`src/sv/round_robin_alarm_test_generator_assert.svh`:
```
// assertion macros for the alarm test generator
`ifndef ROUND_ROBIN_ALARM_TEST_GENERATOR_ASSERT_SVH
`define ROUND_ROBIN_ALARM_TEST_GENERATOR_ASSERT_SVH

// same-cycle implication, disabled during reset
`define RRAT_ASSERT_NOW(lbl, ante, cons, msg) \
  lbl: assert property (@(posedge clk) disable iff (rst) (ante) |-> (cons)) else $error(msg);

// next-cycle implication, disabled during reset
`define RRAT_ASSERT_NEXT(lbl, ante, cons, msg) \
  lbl: assert property (@(posedge clk) disable iff (rst) (ante) |=> (cons)) else $error(msg);

`endif

```
`src/sv/rrat_pkg.sv`:
```
package rrat_pkg;

  localparam int NUM_CH    = 4;
  localparam int CH_W      = 2;
  localparam int TIME_W    = 32;
  localparam int CFG_W     = 24;
  localparam int CFG_IDX_W = 4;
  localparam int SEV_W     = 2;
  localparam int PHASE_W   = 2;

  localparam logic [TIME_W-1:0] HOLDOFF_MS = 32'd2000;

  localparam logic [SEV_W-1:0] SEV_RAISED  = 2'd3;
  localparam logic [SEV_W-1:0] SEV_CLEARED = 2'd0;

  // scheduler phase
  localparam logic [PHASE_W-1:0] SP_INIT = 2'd0;
  localparam logic [PHASE_W-1:0] SP_SCAN = 2'd1;
  localparam logic [PHASE_W-1:0] SP_HOLD = 2'd2;

  // per-channel phase
  localparam logic [PHASE_W-1:0] CP_INIT   = 2'd0;
  localparam logic [PHASE_W-1:0] CP_IDLE   = 2'd1;
  localparam logic [PHASE_W-1:0] CP_WAIT   = 2'd2;
  localparam logic [PHASE_W-1:0] CP_RAISED = 2'd3;

  // register map
  localparam logic [CFG_IDX_W-1:0] REG_INTERVAL_BASE = 4'd0;
  localparam logic [CFG_IDX_W-1:0] REG_DURATION_BASE = 4'd4;
  localparam logic [CFG_IDX_W-1:0] REG_COUNT         = 4'd8;

  typedef struct packed {
    logic [PHASE_W-1:0] phase;
    logic [TIME_W-1:0]  deadline;
  } chan_state_t;

  typedef struct packed {
    chan_state_t      state;
    logic             emit;
    logic [SEV_W-1:0] sev;
  } serve_t;

  function automatic logic [CFG_W-1:0] interval_reset(input logic [CH_W-1:0] ch);
    logic [CFG_W-1:0] v;
    case (ch)
      2'd0:    v = 24'd44000;
      2'd1:    v = 24'd64000;
      2'd2:    v = 24'd111000;
      default: v = 24'd133000;
    endcase
    return v;
  endfunction

  function automatic logic [CFG_W-1:0] duration_reset(input logic [CH_W-1:0] ch);
    logic [CFG_W-1:0] v;
    case (ch)
      2'd1:    v = 24'd8000;
      default: v = 24'd10000;
    endcase
    return v;
  endfunction

endpackage

```
`src/sv/rrat_serve.sv`:
```
module rrat_serve import rrat_pkg::*; (
  input  chan_state_t       cur,
  input  logic [TIME_W-1:0] now_ms,
  input  logic [CFG_W-1:0]  interval,
  input  logic [CFG_W-1:0]  duration,
  output serve_t            res
);

  logic [TIME_W-1:0] arm_dl;
  logic [TIME_W-1:0] raise_dl;

  assign arm_dl   = now_ms + {{(TIME_W-CFG_W){1'b0}}, interval};
  assign raise_dl = now_ms + {{(TIME_W-CFG_W){1'b0}}, duration};

  always_comb begin
    res       = '0;
    res.state = cur;
    res.sev   = SEV_CLEARED;
    case (cur.phase)
      CP_INIT: begin
        res.state.phase = CP_IDLE;
      end
      CP_IDLE: begin
        // arm, and test the fresh deadline at once
        res.state.phase    = CP_WAIT;
        res.state.deadline = arm_dl;
        if (now_ms > arm_dl) begin
          res.state.phase    = CP_RAISED;
          res.state.deadline = raise_dl;
          res.emit           = 1'b1;
          res.sev            = SEV_RAISED;
        end
      end
      CP_WAIT: begin
        if (now_ms > cur.deadline) begin
          res.state.phase    = CP_RAISED;
          res.state.deadline = raise_dl;
          res.emit           = 1'b1;
          res.sev            = SEV_RAISED;
        end
      end
      default: begin
        // raised: clear without rearming
        if (now_ms > cur.deadline) begin
          res.state.phase = CP_IDLE;
          res.emit        = 1'b1;
          res.sev         = SEV_CLEARED;
        end
      end
    endcase
  end

endmodule

```
`config.mk`:
```
export PLATFORM = sky130hd
export DESIGN_NAME = rrat_serve
export DESIGN_NICKNAME = d
export VERILOG_FILES = /design/src/sv/round_robin_alarm_test_generator_assert.svh /design/src/sv/rrat_pkg.sv /design/src/sv/rrat_serve.sv
export SDC_FILE = /design/constraint.sdc
export NUM_CORES = 1
export LEC_CHECK = 0
export ABC_AREA = 1
export BUFFER_PORTS_ARGS = -buffer_cell sky130_fd_sc_hd__buf_2
export CAP_MARGIN = 5
export CORE_ASPECT_RATIO = 0.75
export CORE_MARGIN = 4
export CORE_UTILIZATION = 53
export DETAILED_ROUTE_END_ITERATION = 10
export PLACE_DENSITY_LB_ADDON = 0.12
export SLEW_MARGIN = 25
export SYNTH_ARGS = -nofsm -noshare
export SYNTH_HDL_FRONTEND = slang
export SYNTH_SLANG_ARGS = --single-unit
export TNS_END_PERCENT = 50
```
`constraint.sdc`:
```
create_clock -name vclk -period 4.5
set_input_delay 0.675 -clock vclk [all_inputs]
set_output_delay 0.675 -clock vclk [all_outputs]
set_load 0.01 [all_outputs]
```
After elaboration in Yosys (flattened, before gate mapping)
Cells that the tools add are included.

cells by class
  magnitude comparators = 2
  $add $sub $neg = 2
  muxes and demuxes = 7
  reduce and logical (&&, ||, !) cells = 1
  eq/ne operators = 2

operator list
  cell                                                  count
  adder 32 x 24 -> 32 bit                               2
  greater-than comparator 32 bit                        2
  case mux 32 bit (2 select lines)                      1
  two-way mux 37 bit                                    1
  two-way mux 36 bit                                    1
  case mux 3 bit (3 select lines)                       1
  case mux 2 bit (3 select lines)                       1
  two-way mux 3 bit                                     1
  equality test 2 x 1 -> 1 bit (second input constant)  1
  equality test 2 bit (second input constant)           1
  logical NOT 2 bit                                     1
  two-way mux 2 bit                                     1

word-level totals
  input bits = 114
  word-level logic and storage cells = 14
  output and inout port bits = 37
  flip-flop bits (word level) = 0

Longest topological paths before layout
  word-level depth = 4
  depth in mapped cells = 27
  gate-level depth less buffers = 26

Worst setup path after synthesis
OpenSTA, ideal clock, no wires.

  path kind = input to output
  start = in now_ms[0]
  end = out res[33] (netlist bit)
  required time = 3,825 ps
  stages on the path = 22
  arrival = 3,981 ps
  path buffers = 1
  slack = -156 ps
  path through = ha_1 fa_1 nand3_1 nand2_1 nand2_1 nand2_1 a21boi_0 o21ai_0 a21oi_1 inv_1 nand2_1 a21boi_0 ha_1 xnor2_1 nand3_1 nor2_2 nand3_1 nand3b_4 buf_2 nand3_1 nand3_1 a21oi_1

RTL lines
  element          RTL line         source
  start, declared  rrat_serve.sv:3  input logic [TIME_W-1:0] now_ms,
  end, declared    rrat_serve.sv:6  output serve_t res

==> impl_metrics.json <==
{
  "io_pins": 151,
  "fin_util": 0.774,
  "synth_compound_area_frac": 0.129,
  "chipHeight_um": 107,
  "drv_cap": 0,
  "wl_per_cell_um": 17.4,
  "cp.arrival_ns": 4.31,
  "startpoint_type": "input port",
  "grt-ovfl-total": 0,
  "ys_warn_count": 0,
  "grt_pass1_vias": 8376,
  "drtAntennaViolNets": 0,
  "hold_buffers": 0,
  "relSlewSlack": 0.433,
  "port_buffers": 151,
  "power_density_nw_per_um2": 167,
  "fmax_mhz": 201,
  "holdWs_ns": 1.70,
  "power.leakage_nw": 5.54,
  "pre_cts_ws_ns": -0.546,
  "setup_violations": 36,
  "vdd_ir_drop_max_mv": 0.0842,
  "synth.area.mux_share": 0,
  "routed_wl_um": 29700,
  "cp_max_fo": 8,
  "syn_nets": 1506,
  "grt_max_degree": 47,
  "dr.first_iter.drc_count": 1021,
  "syn2layout_area_growth_pct": 40.2,
  "slew_violations": 0,
  "fin_ws_ns": -0.485,
  "final-seq-area_um2": 0,
  "start_util": 0.552,
  "avgSynthCellArea_um2": 5.41,
  "synthAdderAreaFrac": 0.208,
  "fin_nets": 1772,
  "crit_type": "input port to output port",
  "vias_per_cell": 5.72,
  "hold_viol_final": 0,
  "required_ns": 3.83,
  "gp_congestion": 1.05,
  "synth_area_um2": 6920,
  "period_minus_slack_ns": 4.99,
  "violations": "setup timing",
  "synthSimpleGateAreaFrac": 0.443,
  "status": "finished, violations left",
  "dieWidth_um": 140,
  "tightestPinTransition_ns": 0.850,
  "num_rows": 35,
  "dr.pass1.iters": 5,
  "dp_hpwl_um": 23100,
  "synth_cells": 1278,
  "core_area_um2": 12500,
  "startpoint": "now_ms[9]",
  "antenna_found_initial": 0,
  "drc": 0,
  "layout_commonest_cell": "nand2_1",
  "min_period_over_period": 1.11,
  "drive_above_1_share": 0.293,
  "ys_seq_area_frac": 0,
  "track_usage": 0.353,
  "nFlopsAndLatches": 0,
  "crit_path_end_kind": "output port",
  "worstHoldStart": "cur[30]",
  "synth_top_family_by_area": "simple AND/OR/NAND/NOR gates",
  "rsz0062_at_grt": "true",
  "dieArea_um2": 15000,
  "synth.distinct_cells": 42,
  "grt_first_pass_wirelength_um": 42800,
  "final_cell_mix": "329 x nand2_1, 220 x inv_1, 142 x buf_4",
  "instances_no_fill": 1709,
  "synthXorXnorAreaFrac": 0.0658,
  "place_inst": 1691,
  "nClkBuffers": 0,
  "num_vias": 9780,
  "hp-class": "input port to output port"
}
## through the flow
step                      power, mW  TNS (ns)  instance area (µm²)
final                          1.62    -14.62                 9700
after global routing           1.75    -21.77                 9700
after CTS                      1.41    -10.13                 9060
after detailed placement       1.34    -17.51                 8740
after global placement         1.32    -14.73                 8740
after floorplan               0.808         0                 6930
## final timing paths
kind	to	slack, ns	cells past startpoint
max	res[32]	-0.49	22
min	res[33]	1.70	4
## final cells by class
cell class	count	area, µm²
Antenna cell	1	2.50
Fill cell	1036	2830
Inverter	232	871
Multi-Input combinational cell	1009	6580
Tap cell	166	208
Timing Repair Buffer	301	2040
## repair_timing
action | 4_1_cts | 5_1_grt
pin swaps | 18 | 48
setup endpoints to repair | 36 | 36
cloned | 1 | 1
buffers inserted | 8 | 7
resized for setup | 56 | 102
## layer usage
layer,vias to the layer above,routed length [µm],global-route usage
met3,89,4560,0.125
met2,574,11800,0.501
met1,4428,12700,0.524
met5,-,75,0
li1,4687,-,-
met4,2,600,0.0353
## where the power goes
part | leakage [nW] | switching (mW) | internal [mW]
clock network | 0.00000634 | 0 | 0.0000000120
logic | 5.54 | 0.939 | 0.683
registers | 0 | 0 | 0
total | 5.54 | 0.939 | 0.683
## cells by family after synthesis
family / count (synthesis)
AO/OA/AOI/OAI: 157
AND/OR/NAND/NOR: 686
adder cells (fa/ha/maj): 114
buffers and inverters: 269
XOR/XNOR: 52
## worst max-delay path, cell delays in order
cell      delay [ns]
buf_2           0.16
ha_2            0.41
nand2_1         0.11
nor2_1          0.23
a21oi_1         0.14
nand2_1         0.21
xor2_1          0.31
inv_1           0.08
ha_1            0.31
nand2_1         0.06
inv_1           0.06
nand4_1         0.13
o21bai_1        0.19
nand2_1         0.13
nand4_1         0.16
nand4_4         0.18
nand2_8         0.11
buf_12          0.17
nand2_1         0.09
nand3_1         0.09
a21oi_2         0.14
buf_2           0.14
## cells in the mapped netlist, types with 2 or more instances
| cell type | number | area [µm²] |
|---|---|---|
| nor2_4 | 2 | 22.5 |
| nand4_1 | 41 | 257 |
| nand2_2 | 3 | 18.8 |
| buf_4 | 3 | 22.5 |
| nand3_2 | 10 | 100 |
| a31o_2 | 5 | 43.8 |
| o21bai_1 | 8 | 60.1 |
| ha_1 | 112 | 1400 |
| nor2_1 | 104 | 390 |
| inv_1 | 227 | 852 |
| and2_1 | 2 | 12.5 |
| a21oi_1 | 91 | 455 |
| nor4_1 | 2 | 12.5 |
| a21boi_0 | 7 | 52.6 |
| fa_1 | 2 | 40.0 |
| nor3_1 | 12 | 60.1 |
| and3_1 | 2 | 12.5 |
| nor2_2 | 3 | 18.8 |
| nand3_1 | 133 | 666 |
| xor2_1 | 35 | 307 |
| o21ai_0 | 25 | 125 |
| o21a_1 | 4 | 30.0 |
| inv_2 | 5 | 18.8 |
| nand2_1 | 353 | 1330 |
| nand3b_1 | 15 | 113 |
| o221ai_1 | 4 | 35.0 |
| a31oi_1 | 5 | 31.3 |
| buf_2 | 8 | 40.0 |
| clkbuf_1 | 17 | 63.8 |
| xnor2_1 | 17 | 149 |
| a21o_1 | 2 | 15.0 |
| buf_1 | 6 | 22.5 |
| buf_6 | 2 | 22.5 |
| o211ai_1 | 3 | 22.5 |
Note: power is estimated with default switching activity, not from simulation.
